### src/hdl/pwdm_pkg.sv
// shared constants and types of the pulse width and duty meter
`timescale 1ns / 1ps

package pwdm_pkg;

  localparam int TIME_W = 16;
  localparam int DUTY_W = 10;
  localparam int CNT_W  = 6;
  localparam int MOP_W  = 17;
  localparam int PROD_W = 40;

  localparam logic [TIME_W-1:0] MIN_WIDTH_RESET = 16'd67;
  localparam int SAMPLES_DEFAULT = 50;

  localparam int DUTY_SCALE = 100;
  localparam int DUTY_DIV_A = 66;
  localparam int DUTY_DIV_B = 93;

  // reciprocal multipliers, exact for every 16-bit dividend
  localparam int DIV_A_SHIFT = TIME_W + $clog2(DUTY_DIV_A);
  localparam int DIV_B_SHIFT = TIME_W + $clog2(DUTY_DIV_B);
  localparam logic [MOP_W-1:0] DIV_A_MUL =
    MOP_W'(((64'd1 << DIV_A_SHIFT) + DUTY_DIV_A - 1) / DUTY_DIV_A);
  localparam logic [MOP_W-1:0] DIV_B_MUL =
    MOP_W'(((64'd1 << DIV_B_SHIFT) + DUTY_DIV_B - 1) / DUTY_DIV_B);
  localparam logic [MOP_W-1:0] SCALE_MUL = MOP_W'(DUTY_SCALE);

  typedef enum logic [2:0] {
    OP_NONE,
    OP_MUL_SCALE,
    OP_DIV_A,
    OP_DIV_B,
    OP_DIV_N
  } pwdm_op_t;

  typedef struct packed {
    logic     start_rise;
    logic     start_fall;
    pwdm_op_t op;
    logic     fix_avg;
    logic     load_out;
  } pwdm_cmd_t;

  typedef struct packed {
    logic avg_due;
  } pwdm_status_t;

endpackage

### src/hdl/pwdm_if.sv
// valid/ready channel interfaces for edge, result and configuration beats
`timescale 1ns / 1ps

interface pwdm_in_if import pwdm_pkg::*; ();
  logic              valid;
  logic              ready;
  logic [TIME_W-1:0] edge_time;

  modport source(output valid, output edge_time, input ready);
  modport sink(input valid, input edge_time, output ready);
endinterface

interface pwdm_out_if import pwdm_pkg::*; ();
  logic              valid;
  logic              ready;
  logic [DUTY_W-1:0] duty_value;
  logic [TIME_W-1:0] average_width;
  logic              average_updated;
  logic              was_rising;

  modport source(output valid, output duty_value, output average_width,
                 output average_updated, output was_rising, input ready);
  modport sink(input valid, input duty_value, input average_width,
               input average_updated, input was_rising, output ready);
endinterface

interface pwdm_cfg_if import pwdm_pkg::*; ();
  logic              valid;
  logic              ready;
  logic [TIME_W-1:0] min_width_ticks;

  modport source(output valid, output min_width_ticks, input ready);
  modport sink(input valid, input min_width_ticks, output ready);
endinterface

### src/hdl/pulse_width_duty_meter.sv
// Pulse width and duty meter, top level.
// in_ch carries one captured 16-bit timer value per signal edge; edges
// alternate and the first after reset is taken as rising. out_ch returns
// exactly one result beat per edge beat: duty figure, latest average high
// width, a flag for a freshly completed average and the edge polarity.
// cfg_ch writes min_width_ticks; it is always ready. It must be written only
// while no edge is in flight; the block itself does not enforce this.
// A rising edge passes through scale, reciprocal division, a second scale
// and a second reciprocal division on the one shared multiplier, then to
// emit; a falling edge passes its division state, which, when the edge
// completes an average, divides by the sample count and leads on to the
// offset correction before emit. in_ready is high only while the controller is idle.
// The result sits in an output register, so a new edge is taken while the
// previous result waits; if the receiver still stalls when the next result
// is done, the controller holds it until the register frees.
// Synchronous reset sets min_width_ticks to 67, clears sums, average and
// duty, empties the output register and expects a rising edge next.
`timescale 1ns / 1ps

module pulse_width_duty_meter import pwdm_pkg::*; #(
  parameter int SAMPLES_PER_AVERAGE = SAMPLES_DEFAULT
) (
  input  logic clk,
  input  logic rst_n,
  pwdm_in_if.sink    in_ch,
  pwdm_out_if.source out_ch,
  pwdm_cfg_if.sink   cfg_ch
);

  pwdm_cmd_t    cmd;
  pwdm_status_t status;
  logic         cfg_we;

  assign cfg_ch.ready = 1'b1;
  assign cfg_we       = cfg_ch.valid;

  pwdm_ctrl u_ctrl (
    .clk      (clk),
    .rst_n    (rst_n),
    .in_valid (in_ch.valid),
    .in_ready (in_ch.ready),
    .out_valid(out_ch.valid),
    .out_ready(out_ch.ready),
    .cmd      (cmd),
    .status   (status)
  );

  pwdm_datapath #(
    .SAMPLES_PER_AVERAGE(SAMPLES_PER_AVERAGE)
  ) u_datapath (
    .clk            (clk),
    .rst_n          (rst_n),
    .cmd            (cmd),
    .status         (status),
    .edge_time      (in_ch.edge_time),
    .cfg_we         (cfg_we),
    .cfg_data       (cfg_ch.min_width_ticks),
    .duty_value     (out_ch.duty_value),
    .average_width  (out_ch.average_width),
    .average_updated(out_ch.average_updated),
    .was_rising     (out_ch.was_rising)
  );

endmodule

### src/hdl/pwdm_datapath.sv
// datapath: width sum, average, duty scaling through a shared multiplier
`timescale 1ns / 1ps

module pwdm_datapath import pwdm_pkg::*; #(
  parameter int SAMPLES_PER_AVERAGE = SAMPLES_DEFAULT
) (
  input  logic              clk,
  input  logic              rst_n,
  input  pwdm_cmd_t         cmd,
  output pwdm_status_t      status,
  input  logic [TIME_W-1:0] edge_time,
  input  logic              cfg_we,
  input  logic [TIME_W-1:0] cfg_data,
  output logic [DUTY_W-1:0] duty_value,
  output logic [TIME_W-1:0] average_width,
  output logic              average_updated,
  output logic              was_rising
);

  localparam int DIV_N_SHIFT = TIME_W + $clog2(SAMPLES_PER_AVERAGE);
  localparam logic [MOP_W-1:0] DIV_N_MUL = MOP_W'(
    ((64'd1 << DIV_N_SHIFT) + SAMPLES_PER_AVERAGE - 1) / SAMPLES_PER_AVERAGE);
  localparam logic [CNT_W-1:0] CNT_LAST = CNT_W'(SAMPLES_PER_AVERAGE);

  logic [TIME_W-1:0] min_r;
  logic [TIME_W-1:0] rise_r;
  logic [TIME_W-1:0] sum_r;
  logic [CNT_W-1:0]  cnt_r;
  logic [TIME_W-1:0] avg_r;
  logic [DUTY_W-1:0] duty_r;
  logic              due_r;
  logic              rising_r;
  logic [TIME_W-1:0] acc_r;

  logic [DUTY_W-1:0] out_duty_r;
  logic [TIME_W-1:0] out_avg_r;
  logic              out_upd_r;
  logic              out_rise_r;

  logic [MOP_W-1:0]  mul_op;
  logic [PROD_W-1:0] prod;
  logic [TIME_W-1:0] width;
  logic [TIME_W-1:0] sum_new;
  logic [CNT_W-1:0]  cnt_new;

  always_comb begin
    unique case (cmd.op)
      OP_MUL_SCALE: mul_op = SCALE_MUL;
      OP_DIV_A:     mul_op = DIV_A_MUL;
      OP_DIV_B:     mul_op = DIV_B_MUL;
      OP_DIV_N:     mul_op = DIV_N_MUL;
      default:      mul_op = '0;
    endcase
  end

  assign prod    = PROD_W'(acc_r) * PROD_W'(mul_op);
  assign width   = edge_time - rise_r;
  assign sum_new = sum_r + width;
  assign cnt_new = cnt_r + CNT_W'(1);

  always_ff @(posedge clk) begin
    if (!rst_n) begin
      min_r    <= MIN_WIDTH_RESET;
      rise_r   <= '0;
      sum_r    <= '0;
      cnt_r    <= '0;
      avg_r    <= '0;
      duty_r   <= '0;
      due_r    <= 1'b0;
      rising_r <= 1'b0;
    end else begin
      if (cfg_we) begin
        min_r <= cfg_data;
      end
      if (cmd.start_rise) begin
        rise_r   <= edge_time;
        rising_r <= 1'b1;
        due_r    <= 1'b0;
      end
      if (cmd.start_fall) begin
        rising_r <= 1'b0;
        if (cnt_new == CNT_LAST) begin
          due_r <= 1'b1;
          sum_r <= '0;
          cnt_r <= '0;
        end else begin
          due_r <= 1'b0;
          sum_r <= sum_new;
          cnt_r <= cnt_new;
        end
      end
      if (cmd.op == OP_DIV_B) begin
        duty_r <= prod[DIV_B_SHIFT +: DUTY_W];
      end
      if (cmd.fix_avg) begin
        avg_r <= (acc_r < min_r) ? acc_r + min_r : acc_r;
      end
    end
  end

  // working register, no reset needed
  always_ff @(posedge clk) begin
    if (cmd.start_rise) begin
      acc_r <= avg_r - min_r;
    end else if (cmd.start_fall) begin
      acc_r <= sum_new;
    end else begin
      unique case (cmd.op)
        OP_MUL_SCALE: acc_r <= prod[TIME_W-1:0];
        OP_DIV_A:     acc_r <= prod[DIV_A_SHIFT +: TIME_W];
        OP_DIV_B:     acc_r <= prod[DIV_B_SHIFT +: TIME_W];
        OP_DIV_N:     acc_r <= prod[DIV_N_SHIFT +: TIME_W];
        default:      acc_r <= acc_r;
      endcase
    end
  end

  always_ff @(posedge clk) begin
    if (cmd.load_out) begin
      out_duty_r <= duty_r;
      out_avg_r  <= avg_r;
      out_upd_r  <= due_r;
      out_rise_r <= rising_r;
    end
  end

  assign status.avg_due  = due_r;
  assign duty_value      = out_duty_r;
  assign average_width   = out_avg_r;
  assign average_updated = out_upd_r;
  assign was_rising      = out_rise_r;

endmodule

### src/hdl/pwdm_ctrl.sv
// controller: sequences each edge beat through the datapath
`timescale 1ns / 1ps

module pwdm_ctrl import pwdm_pkg::*; (
  input  logic         clk,
  input  logic         rst_n,
  input  logic         in_valid,
  output logic         in_ready,
  output logic         out_valid,
  input  logic         out_ready,
  output pwdm_cmd_t    cmd,
  input  pwdm_status_t status
);

  typedef enum logic [3:0] {
    ST_IDLE,
    ST_R_MUL1,
    ST_R_DIV1,
    ST_R_MUL2,
    ST_R_DIV2,
    ST_F_DIV,
    ST_F_FIX,
    ST_EMIT
  } state_t;

  state_t state_r;
  logic   expect_rising_r;
  logic   out_valid_r;
  logic   in_take;
  logic   out_free;

  assign in_ready  = (state_r == ST_IDLE);
  assign in_take   = in_valid && in_ready;
  assign out_free  = !out_valid_r || out_ready;
  assign out_valid = out_valid_r;

  always_comb begin
    cmd = '{start_rise: 1'b0, start_fall: 1'b0, op: OP_NONE,
            fix_avg: 1'b0, load_out: 1'b0};
    unique case (state_r)
      ST_IDLE: begin
        cmd.start_rise = in_take && expect_rising_r;
        cmd.start_fall = in_take && !expect_rising_r;
      end
      ST_R_MUL1: cmd.op = OP_MUL_SCALE;
      ST_R_DIV1: cmd.op = OP_DIV_A;
      ST_R_MUL2: cmd.op = OP_MUL_SCALE;
      ST_R_DIV2: cmd.op = OP_DIV_B;
      ST_F_DIV:  cmd.op = status.avg_due ? OP_DIV_N : OP_NONE;
      ST_F_FIX:  cmd.fix_avg = 1'b1;
      ST_EMIT:   cmd.load_out = out_free;
      default: ;
    endcase
  end

  always_ff @(posedge clk) begin
    if (!rst_n) begin
      state_r         <= ST_IDLE;
      expect_rising_r <= 1'b1;
      out_valid_r     <= 1'b0;
    end else begin
      if (out_valid_r && out_ready) begin
        out_valid_r <= 1'b0;
      end
      unique case (state_r)
        ST_IDLE: begin
          if (in_take) begin
            expect_rising_r <= !expect_rising_r;
            state_r <= expect_rising_r ? ST_R_MUL1 : ST_F_DIV;
          end
        end
        ST_R_MUL1: state_r <= ST_R_DIV1;
        ST_R_DIV1: state_r <= ST_R_MUL2;
        ST_R_MUL2: state_r <= ST_R_DIV2;
        ST_R_DIV2: state_r <= ST_EMIT;
        ST_F_DIV:  state_r <= status.avg_due ? ST_F_FIX : ST_EMIT;
        ST_F_FIX:  state_r <= ST_EMIT;
        ST_EMIT: begin
          // wait here while the previous result beat is still held
          if (out_free) begin
            out_valid_r <= 1'b1;
            state_r     <= ST_IDLE;
          end
        end
        default: state_r <= ST_IDLE;
      endcase
    end
  end

endmodule

### src/flat_wrapper.sv
// flat-port wrapper written by rule: the top's interface ports become plain ports
module pulse_width_duty_meter_flat import pwdm_pkg::*;
#(
  parameter int SAMPLES_PER_AVERAGE = SAMPLES_DEFAULT
)
  (clk, rst_n, in_ch_valid, in_ch_edge_time, in_ch_ready, out_ch_valid, out_ch_duty_value, out_ch_average_width, out_ch_average_updated, out_ch_was_rising, out_ch_ready, cfg_ch_valid, cfg_ch_min_width_ticks, cfg_ch_ready);
  pwdm_in_if in_ch_i ();
  pwdm_out_if out_ch_i ();
  pwdm_cfg_if cfg_ch_i ();
  input  logic clk;
  input  logic rst_n;
  input wire logic [$bits(in_ch_i.valid)-1:0] in_ch_valid;
  input wire logic [$bits(in_ch_i.edge_time)-1:0] in_ch_edge_time;
  output wire logic [$bits(in_ch_i.ready)-1:0] in_ch_ready;
  output wire logic [$bits(out_ch_i.valid)-1:0] out_ch_valid;
  output wire logic [$bits(out_ch_i.duty_value)-1:0] out_ch_duty_value;
  output wire logic [$bits(out_ch_i.average_width)-1:0] out_ch_average_width;
  output wire logic [$bits(out_ch_i.average_updated)-1:0] out_ch_average_updated;
  output wire logic [$bits(out_ch_i.was_rising)-1:0] out_ch_was_rising;
  input wire logic [$bits(out_ch_i.ready)-1:0] out_ch_ready;
  input wire logic [$bits(cfg_ch_i.valid)-1:0] cfg_ch_valid;
  input wire logic [$bits(cfg_ch_i.min_width_ticks)-1:0] cfg_ch_min_width_ticks;
  output wire logic [$bits(cfg_ch_i.ready)-1:0] cfg_ch_ready;
  assign in_ch_i.valid = in_ch_valid;
  assign in_ch_i.edge_time = in_ch_edge_time;
  assign in_ch_ready = in_ch_i.ready;
  assign out_ch_valid = out_ch_i.valid;
  assign out_ch_duty_value = out_ch_i.duty_value;
  assign out_ch_average_width = out_ch_i.average_width;
  assign out_ch_average_updated = out_ch_i.average_updated;
  assign out_ch_was_rising = out_ch_i.was_rising;
  assign out_ch_i.ready = out_ch_ready;
  assign cfg_ch_i.valid = cfg_ch_valid;
  assign cfg_ch_i.min_width_ticks = cfg_ch_min_width_ticks;
  assign cfg_ch_ready = cfg_ch_i.ready;
  pulse_width_duty_meter #(.SAMPLES_PER_AVERAGE(SAMPLES_PER_AVERAGE)) u_core (.clk(clk), .rst_n(rst_n), .in_ch(in_ch_i), .out_ch(out_ch_i), .cfg_ch(cfg_ch_i));
endmodule
### config.mk
export PLATFORM = sky130hd
export DESIGN_NAME = pulse_width_duty_meter_flat
export DESIGN_NICKNAME = d
export VERILOG_FILES = /design/src/hdl/pwdm_pkg.sv /design/src/hdl/pwdm_if.sv /design/src/hdl/pulse_width_duty_meter.sv /design/src/hdl/pwdm_datapath.sv /design/src/hdl/pwdm_ctrl.sv /design/src/flat_wrapper.sv
export SDC_FILE = /design/constraint.sdc
export NUM_CORES = 1
export LEC_CHECK = 0
export ABC_AREA = 1
export BUFFER_PORTS_ARGS = -buffer_cell sky130_fd_sc_hd__buf_2
export CORE_MARGIN = 1.5
export CORE_UTILIZATION = 34
export CTS_CLUSTER_SIZE = 20
export DETAILED_ROUTE_END_ITERATION = 10
export PLACE_DENSITY = 0.46
export SLEW_MARGIN = 40
export SYNTH_ARGS = -nofsm -noshare
export SYNTH_HDL_FRONTEND = slang
export SYNTH_SLANG_ARGS = --single-unit
### constraint.sdc
create_clock -name clk -period 14.05 [get_ports clk]
set_input_delay 2.81 -clock clk [delete_from_list [all_inputs] [get_ports clk]]
set_output_delay 2.81 -clock clk [all_outputs]
set_load 0.01 [all_outputs]
# After elaboration in Yosys (flattened, before gate mapping)
# Cells that the tools add are included.
# totals
register_bits,132
output_inout_bits,31
wordCells,77
# classes
n_addsub,5
n_mul,1
magnitude_cmp,1
eq_ne,14
muxes,23
n_bitwise,1
n_reduce_logical,16
# ops
op,count
case mux 17 bit (4 select lines),1
two-way mux 16 bit,4
case mux 16 bit (3 select lines),1
multiplier 16 x 17 -> 33 bit,1
adder 16 bit,2
subtractor 16 bit,2
case mux 4 bit (7 select lines),1
== test 4 x 3 -> 1 bit (second input constant),4
< comparator 16 bit,1
case mux 3 bit (4 select lines),1
two-way mux 1 bit,9
== test 4 x 2 -> 1 bit (second input constant),2
two-way mux 4 bit,2
OR reduction 2 bit,4
adder 6 x 1 -> 6 bit (second input constant),1
== test 3 x 2 -> 1 bit (second input constant),2
== test 6 bit (second input constant),1
two-way mux 3 bit,2
two-way mux 6 bit,1
nonzero test 5 bit,1
== test 4 x 1 -> 1 bit (second input constant),1
logical AND 1 bit,4
zero test 4 bit,1
AND reduction 2 bit,2
9 further kinds,10

# Logic depth before layout (Yosys ltp)
# Gate-level depths: netlist of run 1.
# logic_depth
ltp_word,9
mapped_depth,36
ltp_nobuf,35

# By module
# From an unflattened synthesis of run 1, not the netlist that was laid out.
# hier_totals
hier_cells,2210
area_unflattened_um2,16837.4
# by_module_without_submodules
mod,n_inst,cells_per_inst,area_each_um2
pwdm_datapath,1,2159,16522.1
pwdm_ctrl,1,49,304.0
pulse_width_duty_meter,1,2,11.3

# Least setup slack after synthesis of run 1
# Ideal clock, no wire load.
# synth_path
kind,register -> register
start,register u_core.u_ctrl.state_r[2]
end,"register u_core.u_datapath.acc_r[2], data pin"
arrival_ns,5.879
slack_ns,7.913
path_stages_with_launch,32
path_buffers,1
period_less_slack_ns,6.137
cell_sequence,dfxtp_1 nand2_1 inv_1 nand2_1 clkbuf_1 nor2_1 inv_1 fa_1 fa_1 inv_1 fa_1 inv_1 fa_1 inv_1 fa_1 inv_1 fa_1 inv_1 ha_1 nand2_1 nor2_1 nand3_1 nand3_1 nand2_1 nand2_1 nand2_1 nand2_1 nand2_1 nand2_1 nor2_1 o21ai_0 nand2_1
# synth_via
elab_chain_cells,9
elab_cells_between_ends,22
cone_classes,mul (1); eq/ne (9); mux (6); reduce/logical (6)
# synth_lines
item,line,source
from (decl),pwdm_ctrl.sv:26,state_t state_r;
from (signal assigned),pwdm_ctrl.sv:69,state_r <= expect_rising_r ? ST_R_MUL1 : ST_F_DIV;
from (signal assigned),pwdm_ctrl.sv:76,ST_F_DIV: state_r <= status.avg_due ? ST_F_FIX : ST_EMIT;
== test 4 x 2 -> 1 bit or == test 4 x 1 -> 1 bit (tied branches),pwdm_ctrl.sv:40,unique case (state_r)
OR reduction 2 bit (no source line),--,
case mux 3 bit (4 select lines),pwdm_ctrl.sv:40,
== test 3 bit (tied with other cells),"pwdm_datapath.sv:47, pwdm_datapath.sv:108",
case mux 17 bit (4 select lines),pwdm_datapath.sv:47,unique case (cmd.op)
multiplier 16 x 17 -> 33 bit,pwdm_datapath.sv:56,assign prod = PROD_W'(acc_r) * PROD_W'(mul_op);
case mux 16 bit (3 select lines),pwdm_datapath.sv:108,unique case (cmd.op)
two-way mux 16 bit,pwdm_datapath.sv:105,end else if (cmd.start_fall) begin
two-way mux 16 bit *,pwdm_datapath.sv:103,if (cmd.start_rise) begin
to (signal assigned),pwdm_datapath.sv:104,acc_r <= avg_r - min_r;
to (signal assigned),pwdm_datapath.sv:106,acc_r <= sum_new;
to (signal assigned),pwdm_datapath.sv:109,OP_MUL_SCALE: acc_r <= prod[TIME_W-1:0];
to (decl),pwdm_datapath.sv:33,logic [TIME_W-1:0] acc_r;
# Mark *: on every way between the ends. The rest lies on a longest branch, timed or not.
# A chain may end at the register's enable or synchronous reset.

# Worst setup path in the final report of run 1
# layout_path
start,register u_core.u_ctrl.state_r[2]
end,"register u_core.u_datapath.acc_r[8], data pin"
# The elaborated chain is that of the path after synthesis.

==> impl_metrics.csv, run 1 <==
group,metric,value,unit
setup_path,r2r_end,"u_core.u_datapath.acc_r[8]$_DFFE_PP_",
clock_tree,post_cts_resized,0,
synthesis,ys_warn_count,0,
timing,clock.fmax,0.127,GHz
synthesis,synth_fp_nets,2536,
route,vias,13300,
grt,grt.overflow.total,0,
layout,drive_above_1_share,0.0624,
floorplanning,core_area,47700,sq um
grt,grt_usage,0.214,
layout,antenna_cells,0,
worst_hold_path,hp-start,"u_core.u_datapath.duty_r[8]$_SDFFE_PN0N_",
layout,fillerInstances,5030,
synthesis,synth.distinct_cells,49,
run_status,status,"completed",
timing,setup_viol,0,
setup_path,cp_slowest_stage_delay,0.61,ns
route,remaining_drc_errors,0,
grt,antenna_found_initial,0,
clock_tree,clockRootBuffer,"clkbuf_16",
route,wire_per_inst,18.4,microns
setup_path,rr_startpoint,"u_core.u_ctrl.state_r[2]$_SDFFE_PN0P_",
synthesis,yosysSeqAreaShare,0.186,
floorplanning,start_util,0.345,
placement,io_buffers,66,
clock_tree,cts.sinks,131,
floorplanning,rows,80,
setup_path,cp.required,14.37,ns
clock_tree,tritoncts,"yes",
placement,gp_routability_congestion,0.902,
route,drtIter0Drc,738,
clock_tree,ctsLongestPathBuffers,2,
route,drtAntennaViolNets,0,
setup_path,startpoint,"u_core.u_ctrl.state_r[2]$_SDFFE_PN0P_",
layout,multi_input_area,11200,sq um
timing,min_period_over_period,0.559,
synthesis,ys_seq_elements,131,
setup_path,critical_path_class,"register to register",
worst_hold_path,whs_path_depth,0,
setup_path,cpMaxStageDelayCell,"nor2_2",
timing,final_max_slew_viol_count,0,
worst_hold_path,worstHoldEndpoint,"u_core.u_datapath.duty_value[8]$_DFFE_PP_",
setup_path,crit_path_end_kind,"register",
worst_hold_path,hold_path_class,"register to register",
setup_path,cpMostUsedCell,"nor2_1",
clock_tree,numCtsBuffers,17,
synthesis,synth_edf_count,44,
timing,max-slew-margin-rel,0.473,
layout,finish.utilization,0.378,
floorplanning,die_w,223,microns
route,vias_per_cell,4.77,
floorplanning,io_pins,68,
timing,rsz0062_at_grt,"false",
setup_path,critPathMaxFanout,20,
placement,dp_hpwl,43600,microns
synthesis,netlist_area,16500,sq um
timing,hold_viol_final,0,
route,routed_wirelength,51300,microns
grt,grt_pass1_vias,13800,
clock_tree,cts_setup_buffers,0,
clock_tree,insertion_delay,0.45,ns
setup_path,r2r_slack,6.20,ns
timing,setup-tns-final,0,ns
setup_path,crit_path_start_kind,"register",
route,drtPass1Iterations,5,
layout,areaGrowthSynthToFinish,9.60,%
setup_path,worstPathArrival,8.17,ns
synthesis,async_flop_share,0,
grt,grt_pass1_wl,80200,microns
grt,grt_max_degree,49,
setup_path,ff2ff_path_depth,28,
clock_tree,clkTransAtPathRegs,0.07,ns
run,drv_cap,0,
timing,tightest_slew,0.789,ns
layout,register_area,3060,sq um
clock_tree,postCtsHoldBufs,0,
synthesis,synth_top_flop_cell,"dfxtp_1",
synthesis,syn_avg_cell_area,7.81,sq um
synthesis,syn_inst,2110,
floorplanning,die-area,49800,sq um
timing,fin_worst_skew,0.0115,ns
floorplanning,die_y,223,microns
layout,nNetsFinal,2593,
clock_tree,cts_max_level,4,
timing,fin_crit,7.85,ns
==> how the worst max path moves through the flow <==
stage | endpoint | depth (start not counted)
after global routing | u_core.u_datapath.acc_r[8]$_DFFE_PP_ | 28
after detailed placement | u_core.u_datapath.acc_r[8]$_DFFE_PP_ | 28
final | u_core.u_datapath.acc_r[8]$_DFFE_PP_ | 28
after CTS | u_core.u_datapath.acc_r[8]$_DFFE_PP_ | 28
after global placement | u_core.u_datapath.acc_r[8]$_DFFE_PP_ | 28
after floorplan | u_core.u_datapath.acc_r[2]$_DFFE_PP_ | 31
==> cell usage in the layout, fill, tap and decap left out, drive strengths merged, types with 8 or more instances in the layout <==
master | netlist | final
nor3 | 17 | 17
fa | 202 | 202
clkbuf | 17 | 17
a21o | 9 | 9
inv | 544 | 551
o21a | 8 | 8
edfxtp | 44 | 44
o22ai | 16 | 16
nand3 | 94 | 94
buf | 18 | 73
nand2 | 349 | 349
xor2 | 24 | 24
a21oi | 135 | 135
xnor2 | 15 | 15
o211ai | 13 | 13
ha | 187 | 187
dfxtp | 87 | 87
o21ai | 97 | 97
nor2 | 183 | 183
==> cell usage after synthesis, drive strengths merged, types with 2 or more instances <==
library cell  instances  area share
o21bai                7      0.0032
dfxtp                87        0.11
nand2               349       0.080
a21boi                3      0.0014
nand4                 5      0.0019
a211oi                2     0.00091
o211ai               13      0.0059
nand3b                7      0.0032
nand3                94       0.029
fa                  202        0.25
ha                  187        0.14
nor4                  2     0.00076
a31oi                 4      0.0015
a21oi               135       0.041
a21o                  9      0.0041
xor2                 24       0.013
edfxtp               44       0.080
clkbuf               17      0.0040
o31ai                 4      0.0018
inv                 544        0.12
xnor2                15      0.0080
clkinv                3     0.00068
nor2                183       0.044
nor3                 17      0.0058
o21ai                97       0.030
o22ai                16      0.0061
or2                   6      0.0023
buf                  18      0.0065
o21a                  8      0.0036
==> per-layer routing <==
layer / wire length [microns] / vias up / track usage
li1: - / 6642 / -
met1: 25600 / 6371 / 0.317
met2: 21800 / 283 / 0.319
met3: 3060 / 39 / 0.0436
met4: 850 / 0 / 0.0450
met5: 0 / - / 0
==> per-stage QoR <==
step,hold slack [ns],setup WS [ns],cell area [sq um],std cells
after floorplan,0.409,7.91,16500,2110
after global placement,0.426,5.77,17500,2763
after detailed placement,0.421,6.04,17500,2763
after CTS,0.450,5.98,18100,2795
after global routing,0.469,5.59,18100,2795
final,0.449,6.20,18100,2795
==> worst max-delay path: cells and delay by family (launching register included) <==
family                   cells  cell delay, ns
AND/OR/NAND/NOR             12            2.28
flip-flops                   1            0.46
buffers and inverters        7            1.05
AO/OA/AOI/OAI                1            0.25
XOR/XNOR                     1            0.34
adder cells (fa/ha/maj)      7            3.33
==> cell type report <==
class	count	area share
well taps	615	0.0426
inverters	547	0.114
flip-flops and latches	131	0.170
repair buffers	73	0.0212
clock buffers	17	0.0236
clock inverters	15	0.00936
multi-input cells	1397	0.620
==> state kept, by name, summed over array words and instances (netlist names), 6 cells and up <==
name	count
u_core.u_datapath.min_r	16
u_core.u_datapath.rise_r	16
u_core.u_datapath.avg_r	16
u_core.u_datapath.duty_r	10
u_core.u_datapath.duty_value	10
u_core.u_datapath.sum_r	16
u_core.u_datapath.cnt_r	6
u_core.u_datapath.average_width	16
u_core.u_datapath.acc_r	16
==> cell families after synthesis <==
group / after synthesis / share of synthesized area
flops: 131 / 0.186
compound gates: 303 / 0.103
mux: 1 / 0.000608
buf+inv: 582 / 0.135
simple gates: 664 / 0.167
xor+xnor: 39 / 0.0207
other cells: 1 / 0.000228
fa+ha+maj: 389 / 0.388
Power of run 1 is left out: the tool's default activity adds up to more than one toggle a clock period on the data nets, which glitch-free logic cannot reach.
==> inputs of run 2 (changes only) <==
==> constraint.sdc (replaced) <==
create_clock -name clk -period 7.75 [get_ports clk]
set_input_delay 1.55 -clock clk [delete_from_list [all_inputs] [get_ports clk]]
set_output_delay 1.55 -clock clk [all_outputs]
set_load 0.01 [all_outputs]
==> run 2 against run 1 <==
First-iteration DRC count grew 19%. Final cell count grew 0.36%. Final area grew 0.53%. Critical path type unchanged.
==> impl_metrics.csv, run 2 (synthesis results as in run 1) <==
group,metric,value,unit
grt,grt_pass1_wl,80100,microns
timing,fin_crit,6.92,ns
grt,grt_pass1_vias,13800,
layout,nNetsFinal,2603,
setup_path,worstPathBufferInverterCount,6,
floorplanning,die-area,49800,sq um
clock_tree,postCtsHoldBufs,0,
layout,fillerInstances,5012,
layout,final_cells,2805,
setup_path,worstPathArrival,7.11,ns
setup_path,crit_path_start_kind,"register",
timing,hold_viol_final,0,
setup_path,crit_cells,27,
timing,final_max_slew_viol_count,0,
setup_path,critPathMaxFanout,17,
clock_tree,clockRootBuffer,"clkbuf_16",
floorplanning,die_w,223,microns
route,wire_per_inst,18.2,microns
grt,antenna_found_initial,0,
setup_path,r2r_slack,0.83,ns
clock_tree,cts.sinks,131,
run,drv_cap,0,
placement,dp_hpwl,43800,microns
floorplanning,die_y,223,microns
setup_path,cp_slowest_stage_delay,0.55,ns
clock_tree,post_cts_resized,0,
floorplanning,rows,80,
floorplanning,start_util,0.345,
layout,areaGrowthSynthToFinish,10.2,%
run_status,status,"completed",
grt,grt_max_degree,39,
setup_path,ff2ff_path_depth,27,
grt,grt_usage,0.213,
route,drtAntennaViolNets,0,
placement,place_inst,2773,
setup_path,crit_path_end_kind,"register",
clock_tree,insertion_delay,0.44,ns
layout,final_cell_mix,"inv_1, nand2_1, fa_1, ha_1, nor2_1",
clock_tree,cts_setup_buffers,0,
worst_hold_path,hold_path_class,"register to register",
timing,rsz0062_at_grt,"false",
floorplanning,core_area,47700,sq um
setup_path,endpoint,"u_core.u_datapath.acc_r[2]$_DFFE_PP_",
setup_path,rr_startpoint,"u_core.u_ctrl.state_r[1]$_SDFFE_PN0P_",
clock_tree,cts_max_level,4,
route,drtPass1Iterations,5,
layout,drive_above_1_share,0.0662,
route,drtIter0Drc,877,
timing,clock.fmax,0.145,GHz
layout,final_common_cell,"inv_1",
setup_path,cp_top_family,"adder cells",
floorplanning,io_pins,68,
layout,finish.utilization,0.380,
setup_path,cp.required,7.95,ns
route,vias_per_cell,4.83,
setup_path,critical_path_class,"register to register",
setup_path,cpMostUsedCell,"nand2_1",
clock_tree,numCtsBuffers,17,
route,vias,13600,
grt,grt.overflow.total,0,
placement,io_buffers,66,
clock_tree,clkTransAtPathRegs,0.07,ns
timing,min_period_over_period,0.892,
timing,fin_worst_skew,0.0141,ns
route,routed_wirelength,51100,microns
clock_tree,ctsLongestPathBuffers,2,
setup_path,cpMaxStageDelayCell,"fa_1",
placement,gp_routability_congestion,0.906,
clock_tree,tritoncts,"yes",
layout,antenna_cells,0,
layout,fin_area,18100,sq um
timing,setup_viol,0,
timing,max-slew-margin-rel,0.457,
setup_path,startpoint,"u_core.u_ctrl.state_r[1]$_SDFFE_PN0P_",
timing,setup-tns-final,0,ns
setup_path,r2r_end,"u_core.u_datapath.acc_r[2]$_DFFE_PP_",
placement,placedInstanceArea,17500,sq um
timing,tightest_slew,0.812,ns
route,remaining_drc_errors,0,
[run 2: cell count changes in the layout (fill, tap and decap cells not counted)]
cell | previous run | this run
buf_8 | 0 | 1
clkinvlp_4 | 3 | 0
inv_8 | 2 | 4
inv_6 | 5 | 7
buf_4 | 7 | 16
nor2_2 | 1 | 0
nor2_1 | 176 | 177
clkinv_8 | 2 | 0
bufinv_16 | 1 | 2
[run 2: layout make-up]
type	count	area (sq um)	share of cell area
flip-flops and latches	131	3060	0.169
clock buffers	17	425	0.0234
multi-input cells	1397	11200	0.616
clock inverters	15	184	0.0101
well taps	615	769	0.0424
inverters	547	2050	0.113
repair buffers	83	465	0.0256
[run 2: per-stage QoR]
step	hold slack [ns]	setup slack [ns]
floorplan	0.409	1.61
global placement	0.416	0.823
detailed placement	0.418	0.864
CTS	0.444	0.844
global route	0.454	0.412
finish	0.438	0.834
[run 2: layer usage]
layer	track usage	vias up	wire length, microns
met3	0.0395	44	2790
met1	0.319	6531	25600
met5	0	-	0
li1	-	6644	-
met2	0.317	336	21800
met4	0.0483	0	954
[run 2: worst min-delay path by stage]
stage / from / end / slack, ns / cells past startpoint
2_1_floorplan: u_core.u_datapath.duty_r[1]$_SDFFE_PN0N_ / u_core.u_datapath.duty_value[1]$_DFFE_PP_ / 0.41 / 0
3_3_place_gp: u_core.u_datapath.rising_r$_SDFFE_PP0P_ / u_core.u_datapath.was_rising$_DFFE_PP_ / 0.42 / 0
3_5_place_dp: u_core.u_datapath.duty_r[1]$_SDFFE_PN0N_ / u_core.u_datapath.duty_value[1]$_DFFE_PP_ / 0.42 / 0
4_1_cts: u_core.u_datapath.duty_r[2]$_SDFFE_PN0N_ / u_core.u_datapath.duty_value[2]$_DFFE_PP_ / 0.44 / 0
5_1_grt: u_core.u_datapath.duty_r[2]$_SDFFE_PN0N_ / u_core.u_datapath.duty_value[2]$_DFFE_PP_ / 0.45 / 0
6_report: u_core.u_datapath.duty_r[2]$_SDFFE_PN0N_ / u_core.u_datapath.duty_value[2]$_DFFE_PP_ / 0.44 / 0
[run 2: worst register-to-register path: cells and delay by family (launching register included)]
| family | cells | cell delay (ns) |
|---|---|---|
| buffers and inverters | 6 | 0.58 |
| AND/OR/NAND/NOR | 13 | 2.12 |
| flip-flops | 1 | 0.46 |
| adder cells (fa/ha/maj) | 7 | 3.35 |
| AO/OA/AOI/OAI | 1 | 0.15 |
Power of run 2 is left out for the same reason.
==> inputs of run 3 (changes only) <==
--- a/config.mk
+++ b/config.mk
@@ -11,7 +11,7 @@
 export CORE_UTILIZATION = 34
 export CTS_CLUSTER_SIZE = 20
 export DETAILED_ROUTE_END_ITERATION = 10
-export PLACE_DENSITY = 0.46
+export PLACE_DENSITY = 0.6
 export SLEW_MARGIN = 40
 export SYNTH_ARGS = -nofsm -noshare
 export SYNTH_HDL_FRONTEND = slang
==> run 3 against run 2 <==
Critical path depth grew 2. Hold slack gained 0.0079 ns. Final cell count shrank 0.21%. Global-route usage shrank 1.6 points. Setup slack lost 0.21 ns. Register-to-register slack lost 0.21 ns. Critical endpoint unchanged.
==> impl_metrics.csv, run 3 (synthesis results as in run 1) <==
group,metric,value,unit
run_status,status,"completed",
clock_tree,cts_setup_buffers,0,
floorplanning,core_area,47700,sq um
layout,register_area,3060,sq um
route,remaining_drc_errors,0,
setup_path,ff2ff_path_depth,29,
clock_tree,ctsLongestPathBuffers,2,
setup_path,r2r_slack,0.63,ns
timing,rsz0062_at_grt,"false",
setup_path,cp_slowest_stage_delay,0.55,ns
worst_hold_path,hp-start,"u_core.u_datapath.duty_r[6]$_SDFFE_PN0N_",
clock_tree,post_cts_resized,0,
timing,fin_worst_skew,0.0139,ns
timing,setup_viol,0,
grt,grt_max_degree,41,
layout,fillerInstances,4872,
setup_path,cp.required,7.94,ns
timing,tightest_slew,0.748,ns
timing,hold_viol_final,0,
layout,areaGrowthSynthToFinish,9.83,%
worst_hold_path,worstHoldEndpoint,"u_core.u_datapath.duty_value[6]$_DFFE_PP_",
floorplanning,rows,80,
grt,busiest_layer,"met2",
grt,grt_pass1_vias,13800,
timing,max-slew-margin-rel,0.501,
floorplanning,start_util,0.345,
route,vias,13600,
placement,io_buffers,66,
grt,grt_use_met3,0.0352,
clock_tree,insertion_delay,0.44,ns
grt,grt.overflow.total,0,
layout,final_cell_mix,"inv_1, nand2_1, fa_1, ha_1, nor2_1",
run,drv_cap,0,
route,routed_wirelength,47500,microns
timing,clock.fmax,0.140,GHz
grt,grt_pass1_wl,75500,microns
route,drtPass1Iterations,5,
clock_tree,cts.sinks,131,
placement,gp_routability_congestion,0.947,
route,drtIter0Drc,1088,
worst_hold_path,whs_path_depth,0,
clock_tree,cts_max_level,4,
worst_hold_path,hold_path_class,"register to register",
setup_path,critPathMaxFanout,17,
clock_tree,clockRootBuffer,"clkbuf_16",
clock_tree,postCtsHoldBufs,0,
setup_path,critical_path_class,"register to register",
layout,nNetsFinal,2597,
clock_tree,numCtsBuffers,17,
layout,finish.utilization,0.379,
floorplanning,io_pins,68,
floorplanning,die_y,223,microns
route,wire_per_inst,17.0,microns
timing,final_max_slew_viol_count,0,
setup_path,cpMostUsedCell,"nand2_1",
layout,antenna_cells,0,
route,vias_per_cell,4.85,
setup_path,crit_path_end_kind,"register",
grt,antenna_found_initial,0,
grt,grt.met1_usage,0.277,
route,drtAntennaViolNets,0,
placement,dp_hpwl,40500,microns
setup_path,rr_startpoint,"u_core.u_ctrl.state_r[0]$_SDFFE_PN0P_",
setup_path,r2r_end,"u_core.u_datapath.acc_r[2]$_DFFE_PP_",
layout,multi_input_area,11200,sq um
layout,final_common_cell,"inv_1",
timing,min_period_over_period,0.919,
clock_tree,clkTransAtPathRegs,0.07,ns
grt,grt_usage,0.197,
timing,fin_crit,7.12,ns
timing,setup-tns-final,0,ns
setup_path,worstPathArrival,7.32,ns
floorplanning,die-area,49800,sq um
clock_tree,tritoncts,"yes",
setup_path,cpMaxStageDelayCell,"fa_1",
setup_path,crit_path_start_kind,"register",
floorplanning,die_w,223,microns
layout,drive_above_1_share,0.0632,
grt,grtUsageMet2,0.313,
[run 3: cell types whose count changed in the layout (fill, tap and decap cells not counted), sizes merged]
cell	delta
clkinv	+1
clkinvlp	+2
bufinv	-1
inv	-2
buf	-6
[run 3: worst max-delay path by stage]
| stage | start | cells after the start | slack, ns | endpoint |
|---|---|---|---|---|
| 2_1_floorplan | u_core.u_ctrl.state_r[2]$_SDFFE_PN0P_ | 31 | 1.61 | u_core.u_datapath.acc_r[2]$_DFFE_PP_ |
| 3_3_place_gp | u_core.u_ctrl.state_r[0]$_SDFFE_PN0P_ | 29 | 0.79 | u_core.u_datapath.acc_r[8]$_DFFE_PP_ |
| 3_5_place_dp | u_core.u_ctrl.state_r[0]$_SDFFE_PN0P_ | 29 | 0.74 | u_core.u_datapath.acc_r[2]$_DFFE_PP_ |
| 4_1_cts | u_core.u_ctrl.state_r[0]$_SDFFE_PN0P_ | 29 | 0.70 | u_core.u_datapath.acc_r[2]$_DFFE_PP_ |
| 5_1_grt | u_core.u_ctrl.state_r[0]$_SDFFE_PN0P_ | 29 | 0.18 | u_core.u_datapath.acc_r[8]$_DFFE_PP_ |
| 6_report | u_core.u_ctrl.state_r[0]$_SDFFE_PN0P_ | 29 | 0.63 | u_core.u_datapath.acc_r[2]$_DFFE_PP_ |
[run 3: stage by stage]
step / setup slack [ns] / cells / instance area, sq um / hold WS, ns
after CTS: 0.704 / 2798 / 18100 / 0.442
final: 0.626 / 2799 / 18100 / 0.446
after global placement: 0.790 / 2766 / 17500 / 0.413
after detailed placement: 0.736 / 2766 / 17500 / 0.427
after floorplan: 1.61 / 2110 / 16500 / 0.409
after global routing: 0.183 / 2799 / 18100 / 0.453
[run 3: area by class of cell]
type,instances,area share
multi-input combinational,1397,0.619
sequential,131,0.169
inverter,547,0.114
tap,615,0.0425
clock buffer,17,0.0235
timing repair buffer,77,0.0232
clock inverter,15,0.00913
[run 3: layer usage]
metal	vias to the layer above	wire, microns	share of wire
li1	6645	-	-
met1	6471	22100	0.47
met2	418	21400	0.45
met3	50	3020	0.064
met4	0	994	0.021
met5	-	0	0
[run 3: worst max-delay path, delay by kind of cell (launching register included)]
| kind | cells | cell delay (ns) |
|---|---|---|
| buffers and inverters | 7 | 0.71 |
| adder cells (fa/ha/maj) | 7 | 3.37 |
| AO/OA/AOI/OAI | 2 | 0.24 |
| AND/OR/NAND/NOR | 13 | 2.14 |
| flip-flops | 1 | 0.41 |
Power of run 3 is left out for the same reason.
